## src/rtl/ocrp_pkg.sv

```systemverilog
// ----------------------------------------------------------------------------
// ocrp_pkg
// Shared types, character codes and lookup functions for the colour reply
// parser: token format between front and back, status codes.
// ----------------------------------------------------------------------------
`default_nettype none

package ocrp_pkg;

   // control characters and printable codes that the parser looks for
   localparam logic [7:0] CH_BEL      = 8'h07;
   localparam logic [7:0] CH_ESC      = 8'h1b;
   localparam logic [7:0] CH_ST       = 8'h9c;
   localparam logic [7:0] CH_OSC      = 8'h9d;
   localparam logic [7:0] CH_RBRACKET = 8'h5d;
   localparam logic [7:0] CH_FOUR     = 8'h34;
   localparam logic [7:0] CH_SEMI     = 8'h3b;
   localparam logic [7:0] CH_BSLASH   = 8'h5c;
   localparam logic [7:0] CH_MINUS    = 8'h2d;
   localparam logic [7:0] CH_SLASH    = 8'h2f;
   localparam logic [7:0] CH_ZERO     = 8'h30;
   localparam logic [7:0] CH_NINE     = 8'h39;
   localparam logic [7:0] CH_LOW_R    = 8'h72;
   localparam logic [7:0] CH_LOW_G    = 8'h67;
   localparam logic [7:0] CH_LOW_B    = 8'h62;
   localparam logic [7:0] CH_COLON    = 8'h3a;

   // result status codes
   localparam logic [1:0] ST_OK        = 2'd0;
   localparam logic [1:0] ST_BAD_INDEX = 2'd1;
   localparam logic [1:0] ST_BAD_COLOR = 2'd2;

   // depth of the queue between front and back
   localparam int FIFO_DEPTH = 2;

   // token kinds passed from front to back
   typedef enum logic [1:0] {
      TK_BYTE   = 2'd0,  // one body byte
      TK_ESC    = 2'd1,  // a lone escape inside the body, nothing else
      TK_FINISH = 2'd2   // terminator seen, produce a result
   } tok_kind_type;

   // esc: a lone escape preceded this byte or terminator
   typedef struct packed {
      tok_kind_type kind;
      logic         esc;
      logic [7:0]   data;
   } token_type;

   // expected character of the colour space literal at a position
   function automatic logic [7:0] literal_char(input logic [1:0] pos);
      logic [7:0] ch;
      case (pos)
         2'd0:    ch = CH_LOW_R;
         2'd1:    ch = CH_LOW_G;
         2'd2:    ch = CH_LOW_B;
         default: ch = CH_COLON;
      endcase
      return ch;
   endfunction

   // hex digit decode: bit 4 set when the character is a hex digit
   function automatic logic [4:0] hex_decode(input logic [7:0] c);
      logic [4:0] r;
      if (c >= 8'h30 && c <= 8'h39) begin
         r = {1'b1, c[3:0]};
      end else if ((c >= 8'h61 && c <= 8'h66) || (c >= 8'h41 && c <= 8'h46)) begin
         r = {1'b1, c[3:0] + 4'd9};
      end else begin
         r = 5'b0;
      end
      return r;
   endfunction

endpackage

`default_nettype wire

```

## src/rtl/ocrp_if.sv

```systemverilog
// ----------------------------------------------------------------------------
// ocrp_if
// Valid/ready channel interfaces for terminal bytes in and parsed replies out.
// ----------------------------------------------------------------------------
`default_nettype none

interface ocrp_req_if;
   logic       valid;
   logic       ready;
   logic [7:0] in_byte;

   modport source (output valid, output in_byte, input ready);
   modport sink   (input valid, input in_byte, output ready);
endinterface

interface ocrp_rsp_if;
   logic        valid;
   logic        ready;
   logic [1:0]  status;
   logic [15:0] palette_index;
   logic [7:0]  red;
   logic [7:0]  green;
   logic [7:0]  blue;

   modport source (output valid, output status, output palette_index,
                   output red, output green, output blue, input ready);
   modport sink   (input valid, input status, input palette_index,
                   input red, input green, input blue, output ready);
endinterface

`default_nettype wire

```

## src/rtl/osc4_color_reply_parser_core.sv

```systemverilog
// ----------------------------------------------------------------------------
// osc4_color_reply_parser_core
// Parses OSC 4 palette colour replies from a terminal byte stream and
// returns one status/index/colour record per reply.
//
//   port      dir   carries
//   req_bus   in    one terminal byte per request (in_byte)
//   rsp_bus   out   status, palette_index, red, green, blue per reply
//
// One byte is taken every cycle while the token queue has room; the back
// end retires one token per cycle, stalling only on a terminator while the
// reply register still holds an untaken reply.
// With the queue empty, a terminator byte passes through a queue slot and
// then the reply register, where its reply is held until it is taken.
// Synchronous reset returns the front to introducer search and empties
// the queue and the reply register.
// ----------------------------------------------------------------------------
`default_nettype none

module osc4_color_reply_parser_core #(
   parameter int INDEX_BITS = 16
) (
   input  wire logic   clock,
   input  wire logic   reset,
   ocrp_req_if.sink    req_bus,
   ocrp_rsp_if.source  rsp_bus
);

   logic                front_valid, front_ready;
   ocrp_pkg::token_type front_tok;
   logic                back_valid, back_ready;
   ocrp_pkg::token_type back_tok;

   // introducer search and terminator detection
   ocrp_front u_front (
      .clock     (clock),
      .reset     (reset),
      .req_valid (req_bus.valid),
      .req_byte  (req_bus.in_byte),
      .req_ready (req_bus.ready),
      .tok_valid (front_valid),
      .tok       (front_tok),
      .tok_ready (front_ready)
   );

   // token queue
   ocrp_token_fifo u_fifo (
      .clock     (clock),
      .reset     (reset),
      .in_valid  (front_valid),
      .in_token  (front_tok),
      .in_ready  (front_ready),
      .out_valid (back_valid),
      .out_token (back_tok),
      .out_ready (back_ready)
   );

   // body parser and reply register
   ocrp_back #(
      .INDEX_BITS (INDEX_BITS)
   ) u_back (
      .clock             (clock),
      .reset             (reset),
      .tok_valid         (back_valid),
      .tok               (back_tok),
      .tok_ready         (back_ready),
      .rsp_valid         (rsp_bus.valid),
      .rsp_status        (rsp_bus.status),
      .rsp_palette_index (rsp_bus.palette_index),
      .rsp_red           (rsp_bus.red),
      .rsp_green         (rsp_bus.green),
      .rsp_blue          (rsp_bus.blue),
      .rsp_ready         (rsp_bus.ready)
   );

endmodule

`default_nettype wire

```

## src/rtl/ocrp_front.sv

```systemverilog
// ----------------------------------------------------------------------------
// ocrp_front
// Introducer hunter and terminator detector. Turns raw bytes into body
// tokens for the back end; drops everything outside a reply body.
// ----------------------------------------------------------------------------
`default_nettype none

module ocrp_front (
   input  wire logic                 clock,
   input  wire logic                 reset,
   input  wire logic                 req_valid,
   input  wire logic [7:0]           req_byte,
   output logic                      req_ready,
   output logic                      tok_valid,
   output ocrp_pkg::token_type       tok,
   input  wire logic                 tok_ready
);

   typedef enum logic [5:0] {
      HS_HUNT   = 6'b000001,
      HS_ESC1   = 6'b000010,
      HS_ESC2   = 6'b000100,
      HS_NINE_D = 6'b001000,
      HS_FOUR   = 6'b010000,
      HS_BODY   = 6'b100000
   } hunt_state_type;

   hunt_state_type state_ff, state_in;
   logic           pending_ff, pending_in;
   logic           emit;
   logic           accept;

   // a byte is taken whenever the queue has room
   assign req_ready = tok_ready;
   assign accept    = req_valid && tok_ready;
   assign tok_valid = req_valid && emit;

   // classify the byte
   always_comb begin
      state_in   = state_ff;
      pending_in = pending_ff;
      emit       = 1'b0;
      tok.kind   = ocrp_pkg::TK_BYTE;
      tok.esc    = 1'b0;
      tok.data   = req_byte;
      case (state_ff)
         HS_BODY: begin
            if (pending_ff) begin
               pending_in = 1'b0;
               emit       = 1'b1;
               if (req_byte == ocrp_pkg::CH_BSLASH) begin
                  tok.kind = ocrp_pkg::TK_FINISH;
                  state_in = HS_HUNT;
               end else if (req_byte == ocrp_pkg::CH_BEL || req_byte == ocrp_pkg::CH_ST) begin
                  tok.kind = ocrp_pkg::TK_FINISH;
                  tok.esc  = 1'b1;
                  state_in = HS_HUNT;
               end else if (req_byte == ocrp_pkg::CH_ESC) begin
                  tok.kind   = ocrp_pkg::TK_ESC;
                  pending_in = 1'b1;
               end else begin
                  tok.esc = 1'b1;
               end
            end else if (req_byte == ocrp_pkg::CH_BEL || req_byte == ocrp_pkg::CH_ST) begin
               emit     = 1'b1;
               tok.kind = ocrp_pkg::TK_FINISH;
               state_in = HS_HUNT;
            end else if (req_byte == ocrp_pkg::CH_ESC) begin
               pending_in = 1'b1;
            end else begin
               emit = 1'b1;
            end
         end
         default: begin
            // introducer search; a breaking byte may start a new introducer
            if (state_ff == HS_ESC1 && req_byte == ocrp_pkg::CH_RBRACKET) begin
               state_in = HS_ESC2;
            end else if ((state_ff == HS_ESC2 || state_ff == HS_NINE_D)
                         && req_byte == ocrp_pkg::CH_FOUR) begin
               state_in = HS_FOUR;
            end else if (state_ff == HS_FOUR && req_byte == ocrp_pkg::CH_SEMI) begin
               state_in   = HS_BODY;
               pending_in = 1'b0;
            end else if (req_byte == ocrp_pkg::CH_ESC) begin
               state_in = HS_ESC1;
            end else if (req_byte == ocrp_pkg::CH_OSC) begin
               state_in = HS_NINE_D;
            end else begin
               state_in = HS_HUNT;
            end
         end
      endcase
   end

   // state registers
   always_ff @(posedge clock) begin
      if (reset) begin
         state_ff   <= HS_HUNT;
         pending_ff <= 1'b0;
      end else if (accept) begin
         state_ff   <= state_in;
         pending_ff <= pending_in;
      end
   end

endmodule

`default_nettype wire

```

## src/rtl/ocrp_token_fifo.sv

```systemverilog
// ----------------------------------------------------------------------------
// ocrp_token_fifo
// Short token queue between front and back so each side stalls on its own.
// ----------------------------------------------------------------------------
`default_nettype none

module ocrp_token_fifo (
   input  wire logic                 clock,
   input  wire logic                 reset,
   input  wire logic                 in_valid,
   input  wire ocrp_pkg::token_type  in_token,
   output logic                      in_ready,
   output logic                      out_valid,
   output ocrp_pkg::token_type       out_token,
   input  wire logic                 out_ready
);

   localparam int PTR_BITS = (ocrp_pkg::FIFO_DEPTH > 1) ? $clog2(ocrp_pkg::FIFO_DEPTH) : 1;
   localparam int CNT_BITS = $clog2(ocrp_pkg::FIFO_DEPTH + 1);
   localparam logic [PTR_BITS-1:0] LAST_PTR = PTR_BITS'(ocrp_pkg::FIFO_DEPTH - 1);
   localparam logic [CNT_BITS-1:0] FULL_CNT = CNT_BITS'(ocrp_pkg::FIFO_DEPTH);
   localparam logic [PTR_BITS-1:0] PTR_ONE  = PTR_BITS'(1);
   localparam logic [CNT_BITS-1:0] CNT_ONE  = CNT_BITS'(1);

   ocrp_pkg::token_type slots_ff [ocrp_pkg::FIFO_DEPTH];
   logic [PTR_BITS-1:0] wr_ptr_ff, rd_ptr_ff;
   logic [CNT_BITS-1:0] count_ff;
   logic                push, pop;

   assign in_ready  = (count_ff != FULL_CNT);
   assign out_valid = (count_ff != '0);
   assign out_token = slots_ff[rd_ptr_ff];
   assign push      = in_valid && in_ready;
   assign pop       = out_valid && out_ready;

   // storage
   always_ff @(posedge clock) begin
      if (push) begin
         slots_ff[wr_ptr_ff] <= in_token;
      end
   end

   // pointers and fill count
   always_ff @(posedge clock) begin
      if (reset) begin
         wr_ptr_ff <= '0;
         rd_ptr_ff <= '0;
         count_ff  <= '0;
      end else begin
         if (push) begin
            wr_ptr_ff <= (wr_ptr_ff == LAST_PTR) ? '0 : wr_ptr_ff + PTR_ONE;
         end
         if (pop) begin
            rd_ptr_ff <= (rd_ptr_ff == LAST_PTR) ? '0 : rd_ptr_ff + PTR_ONE;
         end
         if (push && !pop) begin
            count_ff <= count_ff + CNT_ONE;
         end else if (pop && !push) begin
            count_ff <= count_ff - CNT_ONE;
         end
      end
   end

   // fill count never passes the depth
   a_count_bound: assert property (@(posedge clock) disable iff (reset)
      count_ff <= FULL_CNT)
      else $error("token queue overfilled");

   // empty or full queue has matching pointers
   a_ptr_match: assert property (@(posedge clock) disable iff (reset)
      (count_ff == '0 || count_ff == FULL_CNT) |-> (rd_ptr_ff == wr_ptr_ff))
      else $error("token queue pointers out of step");

   // a token written into an empty queue is offered next cycle
   a_push_visible: assert property (@(posedge clock) disable iff (reset)
      (count_ff == '0 && push) |=> out_valid && out_token == $past(in_token))
      else $error("token lost in queue");

endmodule

`default_nettype wire

```

## src/rtl/ocrp_back.sv

```systemverilog
// ----------------------------------------------------------------------------
// ocrp_back
// Body parser: index, colour space literal and three hex channels. Builds
// one reply per terminator token into a registered output stage.
// ----------------------------------------------------------------------------
`default_nettype none

module ocrp_back #(
   parameter int INDEX_BITS = 16
) (
   input  wire logic                 clock,
   input  wire logic                 reset,
   input  wire logic                 tok_valid,
   input  wire ocrp_pkg::token_type  tok,
   output logic                      tok_ready,
   output logic                      rsp_valid,
   output logic [1:0]                rsp_status,
   output logic [15:0]               rsp_palette_index,
   output logic [7:0]                rsp_red,
   output logic [7:0]                rsp_green,
   output logic [7:0]                rsp_blue,
   input  wire logic                 rsp_ready
);

   typedef enum logic [3:0] {
      PH_INDEX   = 4'b0001,
      PH_LITERAL = 4'b0010,
      PH_CHANNEL = 4'b0100,
      PH_SKIP    = 4'b1000
   } phase_type;

   localparam int PROD_BITS = INDEX_BITS + 4;

   phase_type              phase_ff, phase_in, phase_a;
   logic [1:0]             error_ff, error_in, error_a;
   logic [INDEX_BITS-1:0]  idx_ff, idx_in;
   logic                   digit_seen_ff, digit_seen_in;
   logic                   minus_ff, minus_in;
   logic                   over_ff, over_in;
   logic [1:0]             lit_pos_ff, lit_pos_in;
   logic [1:0]             chan_num_ff, chan_num_in;
   logic [2:0]             dig_cnt_ff, dig_cnt_in;
   logic [7:0]             top_nib_ff, top_nib_in;
   logic [15:0]            saved_ff, saved_in;

   logic                   rsp_valid_ff;
   logic [1:0]             status_ff;
   logic [15:0]            pal_ff;
   logic [7:0]             red_ff, green_ff, blue_ff;

   logic                   out_free, pop, finish;
   logic [PROD_BITS-1:0]   idx_prod;
   logic [4:0]             hex;
   logic                   chan_ok;
   logic [7:0]             chan_byte;
   logic [1:0]             status_c;
   logic [INDEX_BITS+15:0] idx_ext;

   assign out_free  = !rsp_valid_ff || rsp_ready;
   assign tok_ready = (tok.kind != ocrp_pkg::TK_FINISH) || out_free;
   assign pop       = tok_valid && tok_ready;
   assign finish    = pop && (tok.kind == ocrp_pkg::TK_FINISH);

   // index times ten plus digit
   assign idx_prod = {1'b0, idx_ff, 3'b000} + {3'b000, idx_ff, 1'b0}
                   + {{(PROD_BITS-4){1'b0}}, tok.data[3:0]};
   assign hex      = ocrp_pkg::hex_decode(tok.data);

   // channel byte from gathered digits
   assign chan_ok   = (dig_cnt_ff >= 3'd1) && (dig_cnt_ff <= 3'd4);
   assign chan_byte = (dig_cnt_ff == 3'd1) ? {top_nib_ff[3:0], top_nib_ff[3:0]} : top_nib_ff;

   // a lone escape faults the body where it stands
   always_comb begin
      phase_a = phase_ff;
      error_a = error_ff;
      if (tok.esc || tok.kind == ocrp_pkg::TK_ESC) begin
         case (phase_ff)
            PH_INDEX: begin
               phase_a = PH_SKIP;
               if (error_ff == ocrp_pkg::ST_OK) error_a = ocrp_pkg::ST_BAD_INDEX;
            end
            PH_LITERAL, PH_CHANNEL: begin
               phase_a = PH_SKIP;
               if (error_ff == ocrp_pkg::ST_OK) error_a = ocrp_pkg::ST_BAD_COLOR;
            end
            default: ;
         endcase
      end
   end

   // body byte parsing
   always_comb begin
      phase_in      = phase_a;
      error_in      = error_a;
      idx_in        = idx_ff;
      digit_seen_in = digit_seen_ff;
      minus_in      = minus_ff;
      over_in       = over_ff;
      lit_pos_in    = lit_pos_ff;
      chan_num_in   = chan_num_ff;
      dig_cnt_in    = dig_cnt_ff;
      top_nib_in    = top_nib_ff;
      saved_in      = saved_ff;
      if (tok.kind == ocrp_pkg::TK_BYTE) begin
         case (phase_a)
            PH_INDEX: begin
               if (tok.data == ocrp_pkg::CH_SEMI) begin
                  if (!digit_seen_ff || over_ff || (minus_ff && idx_ff != '0)) begin
                     phase_in = PH_SKIP;
                     if (error_a == ocrp_pkg::ST_OK) error_in = ocrp_pkg::ST_BAD_INDEX;
                  end else begin
                     phase_in   = PH_LITERAL;
                     lit_pos_in = 2'd0;
                  end
               end else if (tok.data == ocrp_pkg::CH_MINUS && !digit_seen_ff
                            && !minus_ff && !over_ff) begin
                  minus_in = 1'b1;
               end else if (tok.data >= ocrp_pkg::CH_ZERO && tok.data <= ocrp_pkg::CH_NINE) begin
                  digit_seen_in = 1'b1;
                  if (idx_prod[PROD_BITS-1:INDEX_BITS] != '0) begin
                     over_in = 1'b1;
                     idx_in  = '1;
                  end else begin
                     idx_in = idx_prod[INDEX_BITS-1:0];
                  end
               end else begin
                  phase_in = PH_SKIP;
                  if (error_a == ocrp_pkg::ST_OK) error_in = ocrp_pkg::ST_BAD_INDEX;
               end
            end
            PH_LITERAL: begin
               if (tok.data != ocrp_pkg::literal_char(lit_pos_ff)) begin
                  phase_in = PH_SKIP;
                  if (error_a == ocrp_pkg::ST_OK) error_in = ocrp_pkg::ST_BAD_COLOR;
               end else if (lit_pos_ff == 2'd3) begin
                  phase_in    = PH_CHANNEL;
                  chan_num_in = 2'd0;
                  dig_cnt_in  = 3'd0;
                  top_nib_in  = 8'd0;
               end else begin
                  lit_pos_in = lit_pos_ff + 2'd1;
               end
            end
            PH_CHANNEL: begin
               if (tok.data == ocrp_pkg::CH_SLASH) begin
                  if (chan_num_ff >= 2'd2 || !chan_ok) begin
                     phase_in = PH_SKIP;
                     if (error_a == ocrp_pkg::ST_OK) error_in = ocrp_pkg::ST_BAD_COLOR;
                  end else begin
                     saved_in    = {saved_ff[7:0], chan_byte};
                     chan_num_in = chan_num_ff + 2'd1;
                     dig_cnt_in  = 3'd0;
                     top_nib_in  = 8'd0;
                  end
               end else if (hex[4]) begin
                  if (dig_cnt_ff < 3'd2) top_nib_in = {top_nib_ff[3:0], hex[3:0]};
                  if (dig_cnt_ff < 3'd5) dig_cnt_in = dig_cnt_ff + 3'd1;
               end else begin
                  phase_in = PH_SKIP;
                  if (error_a == ocrp_pkg::ST_OK) error_in = ocrp_pkg::ST_BAD_COLOR;
               end
            end
            default: ;
         endcase
      end
   end

   // status at the terminator
   always_comb begin
      case (phase_a)
         PH_INDEX:   status_c = ocrp_pkg::ST_BAD_INDEX;
         PH_LITERAL: status_c = ocrp_pkg::ST_BAD_COLOR;
         PH_CHANNEL: status_c = (chan_num_ff != 2'd2 || !chan_ok) ? ocrp_pkg::ST_BAD_COLOR
                                                                  : ocrp_pkg::ST_OK;
         default:    status_c = error_a;
      endcase
   end

   assign idx_ext = {16'd0, idx_ff};

   // parser state; a terminator readies it for the next body
   always_ff @(posedge clock) begin
      if (reset || finish) begin
         phase_ff      <= PH_INDEX;
         error_ff      <= ocrp_pkg::ST_OK;
         idx_ff        <= '0;
         digit_seen_ff <= 1'b0;
         minus_ff      <= 1'b0;
         over_ff       <= 1'b0;
         lit_pos_ff    <= 2'd0;
         chan_num_ff   <= 2'd0;
         dig_cnt_ff    <= 3'd0;
         top_nib_ff    <= 8'd0;
         saved_ff      <= 16'd0;
      end else if (pop) begin
         phase_ff      <= phase_in;
         error_ff      <= error_in;
         idx_ff        <= idx_in;
         digit_seen_ff <= digit_seen_in;
         minus_ff      <= minus_in;
         over_ff       <= over_in;
         lit_pos_ff    <= lit_pos_in;
         chan_num_ff   <= chan_num_in;
         dig_cnt_ff    <= dig_cnt_in;
         top_nib_ff    <= top_nib_in;
         saved_ff      <= saved_in;
      end
   end

   // output valid
   always_ff @(posedge clock) begin
      if (reset) begin
         rsp_valid_ff <= 1'b0;
      end else if (finish) begin
         rsp_valid_ff <= 1'b1;
      end else if (rsp_ready) begin
         rsp_valid_ff <= 1'b0;
      end
   end

   // output payload, zero on any fault
   always_ff @(posedge clock) begin
      if (finish) begin
         status_ff <= status_c;
         if (status_c == ocrp_pkg::ST_OK) begin
            pal_ff   <= idx_ext[15:0];
            red_ff   <= saved_ff[15:8];
            green_ff <= saved_ff[7:0];
            blue_ff  <= chan_byte;
         end else begin
            pal_ff   <= 16'd0;
            red_ff   <= 8'd0;
            green_ff <= 8'd0;
            blue_ff  <= 8'd0;
         end
      end
   end

   assign rsp_valid         = rsp_valid_ff;
   assign rsp_status        = status_ff;
   assign rsp_palette_index = pal_ff;
   assign rsp_red           = red_ff;
   assign rsp_green         = green_ff;
   assign rsp_blue          = blue_ff;

   // a faulted body keeps its error code
   a_skip_has_error: assert property (@(posedge clock) disable iff (reset)
      (phase_ff == PH_SKIP) |-> (error_ff != ocrp_pkg::ST_OK))
      else $error("skip phase without an error code");

   // every reply leaves the parser ready for a fresh index
   a_finish_restarts: assert property (@(posedge clock) disable iff (reset)
      finish |=> (phase_ff == PH_INDEX && error_ff == ocrp_pkg::ST_OK && !digit_seen_ff))
      else $error("parser not cleared after reply");

   // a faulted reply carries no colour
   a_fault_zero: assert property (@(posedge clock) disable iff (reset)
      (rsp_valid_ff && status_ff != ocrp_pkg::ST_OK)
      |-> (pal_ff == 16'd0 && red_ff == 8'd0 && green_ff == 8'd0 && blue_ff == 8'd0))
      else $error("faulted reply carries data");

endmodule

`default_nettype wire

```

## src/flat_wrapper.sv

```systemverilog
// flat-port wrapper written by rule: the top's interface ports become plain ports
module osc4_color_reply_parser_core_flat 
#(
   parameter int INDEX_BITS = 16
)
  (clock, reset, req_bus_valid, req_bus_in_byte, req_bus_ready, rsp_bus_valid, rsp_bus_status, rsp_bus_palette_index, rsp_bus_red, rsp_bus_green, rsp_bus_blue, rsp_bus_ready);
  ocrp_req_if req_bus_i ();
  ocrp_rsp_if rsp_bus_i ();
  input  wire logic clock;
  input  wire logic reset;
  input wire logic [$bits(req_bus_i.valid)-1:0] req_bus_valid;
  input wire logic [$bits(req_bus_i.in_byte)-1:0] req_bus_in_byte;
  output wire logic [$bits(req_bus_i.ready)-1:0] req_bus_ready;
  output wire logic [$bits(rsp_bus_i.valid)-1:0] rsp_bus_valid;
  output wire logic [$bits(rsp_bus_i.status)-1:0] rsp_bus_status;
  output wire logic [$bits(rsp_bus_i.palette_index)-1:0] rsp_bus_palette_index;
  output wire logic [$bits(rsp_bus_i.red)-1:0] rsp_bus_red;
  output wire logic [$bits(rsp_bus_i.green)-1:0] rsp_bus_green;
  output wire logic [$bits(rsp_bus_i.blue)-1:0] rsp_bus_blue;
  input wire logic [$bits(rsp_bus_i.ready)-1:0] rsp_bus_ready;
  assign req_bus_i.valid = req_bus_valid;
  assign req_bus_i.in_byte = req_bus_in_byte;
  assign req_bus_ready = req_bus_i.ready;
  assign rsp_bus_valid = rsp_bus_i.valid;
  assign rsp_bus_status = rsp_bus_i.status;
  assign rsp_bus_palette_index = rsp_bus_i.palette_index;
  assign rsp_bus_red = rsp_bus_i.red;
  assign rsp_bus_green = rsp_bus_i.green;
  assign rsp_bus_blue = rsp_bus_i.blue;
  assign rsp_bus_i.ready = rsp_bus_ready;
  osc4_color_reply_parser_core #(.INDEX_BITS(INDEX_BITS)) u_core (.clock(clock), .reset(reset), .req_bus(req_bus_i), .rsp_bus(rsp_bus_i));
endmodule
```

## config.mk

```make
export PLATFORM = sky130hd
export DESIGN_NAME = osc4_color_reply_parser_core_flat
export DESIGN_NICKNAME = d
export VERILOG_FILES = /design/src/rtl/ocrp_pkg.sv /design/src/rtl/ocrp_if.sv /design/src/rtl/osc4_color_reply_parser_core.sv /design/src/rtl/ocrp_front.sv /design/src/rtl/ocrp_token_fifo.sv /design/src/rtl/ocrp_back.sv /design/src/flat_wrapper.sv
export SDC_FILE = /design/constraint.sdc
export NUM_CORES = 1
export LEC_CHECK = 0
export BUFFER_PORTS_ARGS = -buffer_cell sky130_fd_sc_hd__buf_2
export CORE_MARGIN = 2
export CORE_UTILIZATION = 30
export DETAILED_ROUTE_END_ITERATION = 10
export GPL_TIMING_DRIVEN = 0
export PLACE_DENSITY_LB_ADDON = 0.1
export SYNTH_ARGS = -nofsm -noshare
export SYNTH_HDL_FRONTEND = slang
export SYNTH_SLANG_ARGS = --single-unit
export TNS_END_PERCENT = 5
```

## constraint.sdc

```tcl
create_clock -name clock -period 4.9 [get_ports clock]
set_clock_uncertainty 0.1 [all_clocks]
set_input_delay 0 -clock clock [delete_from_list [all_inputs] [get_ports clock]]
set_output_delay 0 -clock clock [all_outputs]
set_load 0.05 [all_outputs]
```

==> run_results.csv <==
group,metric,value,unit
die,core-area,23500,µm²
yosys,synth-seq-cells,133,
route,ant_nets,0,
sta,tightestPinTransition,1.03,ns
clock_tree,cts_buffer_depth,2,
placed_design,postPlaceCellArea,7890,µm²
global_routing,grt_pass1_wl,29500,µm
power,p_leak,3.15,nW
finish,fin_area,8610,µm²
yosys,synth_top_cell_area_share,0.267,
setup_path,cp-end-kind,"flip-flop",
route,drtIter0Drc,288,
route,top_layer,"met4",
die,dieHeight,159,µm
setup_path,cpMaxStageDelayCell,"fa_1",
sta,period_share,0.925,
sta,drv_slew,0,
route,wire_per_inst,15.7,µm
finish,seqCellArea,3300,µm²
yosys,ys.flop_type,"dfxtp_1",
route,dr_wl_met2,8310,µm
finish,antenna_cells,0,
yosys,yosys_warnings,0,
sta,maxSlewHeadroom,0.308,
placed_design,place_ws,0.265,ns
placed_design,dpl.hpwl,13500,µm
clock_tree,clk_latency,0.42,ns
yosys,synthTopCellsByArea,"edfxtp_1 (27%), dfxtp_1 (19%), ha_1 (7.3%)",
setup_path,critPathBufInv,4,
yosys,syn-cell-area,7190,µm²
yosys,synth_nets,780,
clock_tree,cts_tree,"done",
global_routing,grt_pass1_vias,5629,
global_routing,grt_antenna_before_repair,0,
setup_path,reg2regPathDepth,14,
clock_tree,clk_pin_slew,0.06,ns
yosys,synth_top_area_cell,"edfxtp_1",
placed_design,globalplace.congestion,0.850,
finish,drive_gt1_frac,0.138,
sta,setup_violations,0,
clock_tree,cts_setup_buffers,0,
yosys,ys_async_sr_fraction,0,
die,io_pins,56,
setup_path,r2r_slack,0.37,ns
global_routing,grt_start_max_net_pins,40,
finish,multi_input_area,3700,µm²
setup_path,worstPathRequired,5.08,ns
global_routing,grt_use_total,0.145,
sta,layout_min_cycle_time,4.53,ns
status,outcome,"complete, no violations",
clock_tree,cts_buffers,17,
setup_path,r2r_end,"u_core.u_back.idx_ff[6]",
clock_tree,cts_root_buf,"clkbuf_16",
yosys,synth.avg_cell_area,9.93,µm²
setup_path,worstPathMaxFanout,10,
route,wl_met1,8770,µm
setup_path,startpoint_type,"flip-flop",
route,wl_met3,574,µm
setup_path,crit_chain,"buf_6 > mux2i_2 > inv_1 > fa_1 > inv_1 > fa_1 > nand2b_1 > a21oi_1 > o21ai_1 > or3b_1 > o211ai_1 > nor4b_4 > buf_2 > a31oi_1",
finish,n_fill_cell,2349,
setup_path,crit_cells,14,
route,vias,5675,
worst_hold_path,hold_class,"input port to flip-flop",
sta,setup_tns,0,ns
sta,max_freq,0.221,GHz
route,wl,17900,µm
sta,rsz0062_at_grt,"false",
power,irDropWorstVdd,0.183,mV
clock_tree,clock-sinks,133,
placed_design,io_buffers,55,
route,avgViaCountPerCell,4.97,
setup_path,crit_type,"flip-flop to flip-flop",
finish,syn2layout_area_growth,19.8,%
job,maxCapViolations,0,
setup_path,cp-endpoint,"u_core.u_back.idx_ff[6]",
route,drc,0,
yosys,yosysUniqueCellTypes,73,
route,drtPass1Iterations,5,
die,num_rows,56,
sta,finalHoldViolations,0,
die,start_util,0.306,
finish,nNetsFinal,867,
setup_path,critPathMaxStageDelay,0.55,ns
global_routing,grt_overflow,0,
sta,worst_slack,0.369,ns
die,die_w,159,µm
setup_path,critical_path_arrival,4.71,ns
clock_tree,cts.htree.levels,4,
yosys,synth_edf_count,64,
power,power_density,406,nW/µm²
die,die_area,25200,µm²
setup_path,cpLargestDelayFamily,"simple AND/OR/NAND/NOR gates",
yosys,seq_area_frac_synth,0.459,
yosys,synth_cells,724,
==> metal layers <==
metal / up-vias / track usage
met5: - / 0
met4: 0 / 0.0500
met3: 18 / 0.0274
met2: 102 / 0.236
met1: 2690 / 0.193
li1: 2865 / -
==> per-stage QoR <==
step,instances,util,hold WS [ns],total power [W]
global route,1143,0.367,0.250,0.00369
CTS,1143,0.367,0.233,0.00355
detailed placement,1099,0.336,0.134,0.00220
global placement,1098,0.335,0.130,0.00218
finish,1143,0.367,0.250,0.00349
floorplan,724,-,-0.0239,0.00193
==> cells in the mapped netlist, types with 5 or more instances <==
library cell / number
a21oi_1: 43
o21a_1: 6
nor4_1: 17
nand2b_1: 13
nand2_1: 47
mux2i_1: 32
and2_1: 43
nand3_1: 20
o211ai_1: 7
xor2_1: 12
a21o_1: 5
nor3_1: 14
xnor2_1: 9
inv_1: 23
buf_2: 7
dfxtp_1: 69
nand4_1: 8
clkbuf_1: 13
o21ai_1: 8
or3_1: 6
a31oi_1: 20
nor2b_1: 11
nor2_1: 70
ha_1: 42
edfxtp_1: 64
a211oi_1: 11
o21ai_0: 34
==> cells by family (layout without fill, tap and decap cells) <==
logic type | count (synthesis) | after routing | share of synthesized area
multiplexers | 32 | 32 | 0.0446
flip-flops | 133 | 133 | 0.459
AO/OA/AOI/OAI | 171 | 171 | 0.158
XOR/XNOR | 21 | 21 | 0.0256
buffers and inverters | 46 | 146 | 0.0268
AND/OR/NAND/NOR | 277 | 277 | 0.207
adder cells (fa/ha/maj) | 44 | 44 | 0.0787
==> registers in the layout, summed over array words and instances, names as in the netlist, 2 cells and up, named ones only <==
register and flops:
u_core.u_fifo.slots_ff 22, u_core.u_back.idx_ff 16, u_core.u_back.rsp_palette_index 16, u_core.u_back.saved_ff 16, u_core.u_back.rsp_blue 8, u_core.u_back.rsp_green 8
u_core.u_back.rsp_red 8, u_core.u_back.top_nib_ff 8, u_core.u_front.state_ff 6, u_core.u_back.phase_ff 4, u_core.u_back.dig_cnt_ff 3, u_core.u_back.chan_num_ff 2
u_core.u_back.error_ff 2, u_core.u_back.lit_pos_ff 2, u_core.u_back.rsp_status 2, u_core.u_fifo.count_ff 2
==> repair_timing <==
item | in CTS | in global routing
endpoints found under the hold margin | 24 | 0
resized for setup | 0 | 1
hold buffers | 12 | 0
setup endpoints to repair | 0 | 10
==> layout by cell type (no fill, tap or decap), drive strengths merged, types with 13 or more instances in the layout <==
cell    synthesis  routed
a211oi         13      13
a21oi          45      45
a31oi          20      20
and2           43      43
buf            10      66
clkbuf         13      31
dfxtp          69      69
edfxtp         64      64
ha             42      42
inv            23      27
mux2i          32      32
nand2          47      47
nand2b         13      13
nand3          20      20
nor2           70      70
nor3           16      16
nor4           18      18
o21ai          43      43
==> worst min-delay path by stage <==
stage	slack, ns	startpoint	to	cells after the start
global placement	0.13	req_bus_in_byte[2]	u_core.u_fifo.slots_ff[0][2]	1
finish	0.25	req_bus_in_byte[2]	u_core.u_fifo.slots_ff[1][2]	2
floorplan	-0.02	reset	u_core.u_front.state_ff[2]	1
global route	0.25	req_bus_in_byte[2]	u_core.u_fifo.slots_ff[1][2]	2
CTS	0.23	req_bus_in_byte[2]	u_core.u_fifo.slots_ff[1][2]	2
detailed placement	0.13	req_bus_in_byte[2]	u_core.u_fifo.slots_ff[1][2]	1
==> power by group <==
group / total (W) / switching [W] / internal [W]
registers: 0.00130 / 0.0000503 / 0.00125
clock network: 0.00131 / 0.000507 / 0.000807
logic: 0.000879 / 0.000636 / 0.000244
==> layout make-up <==
cell class,instances,share of cell area
buffer,23,0.0123
tap,319,0.0463
inverter,23,0.0100
multi-input combinational,545,0.429
clock inverter,14,0.0203
sequential,133,0.383
timing repair buffer,68,0.0482
clock buffer,18,0.0498
Power figures use the tool's default switching activity.
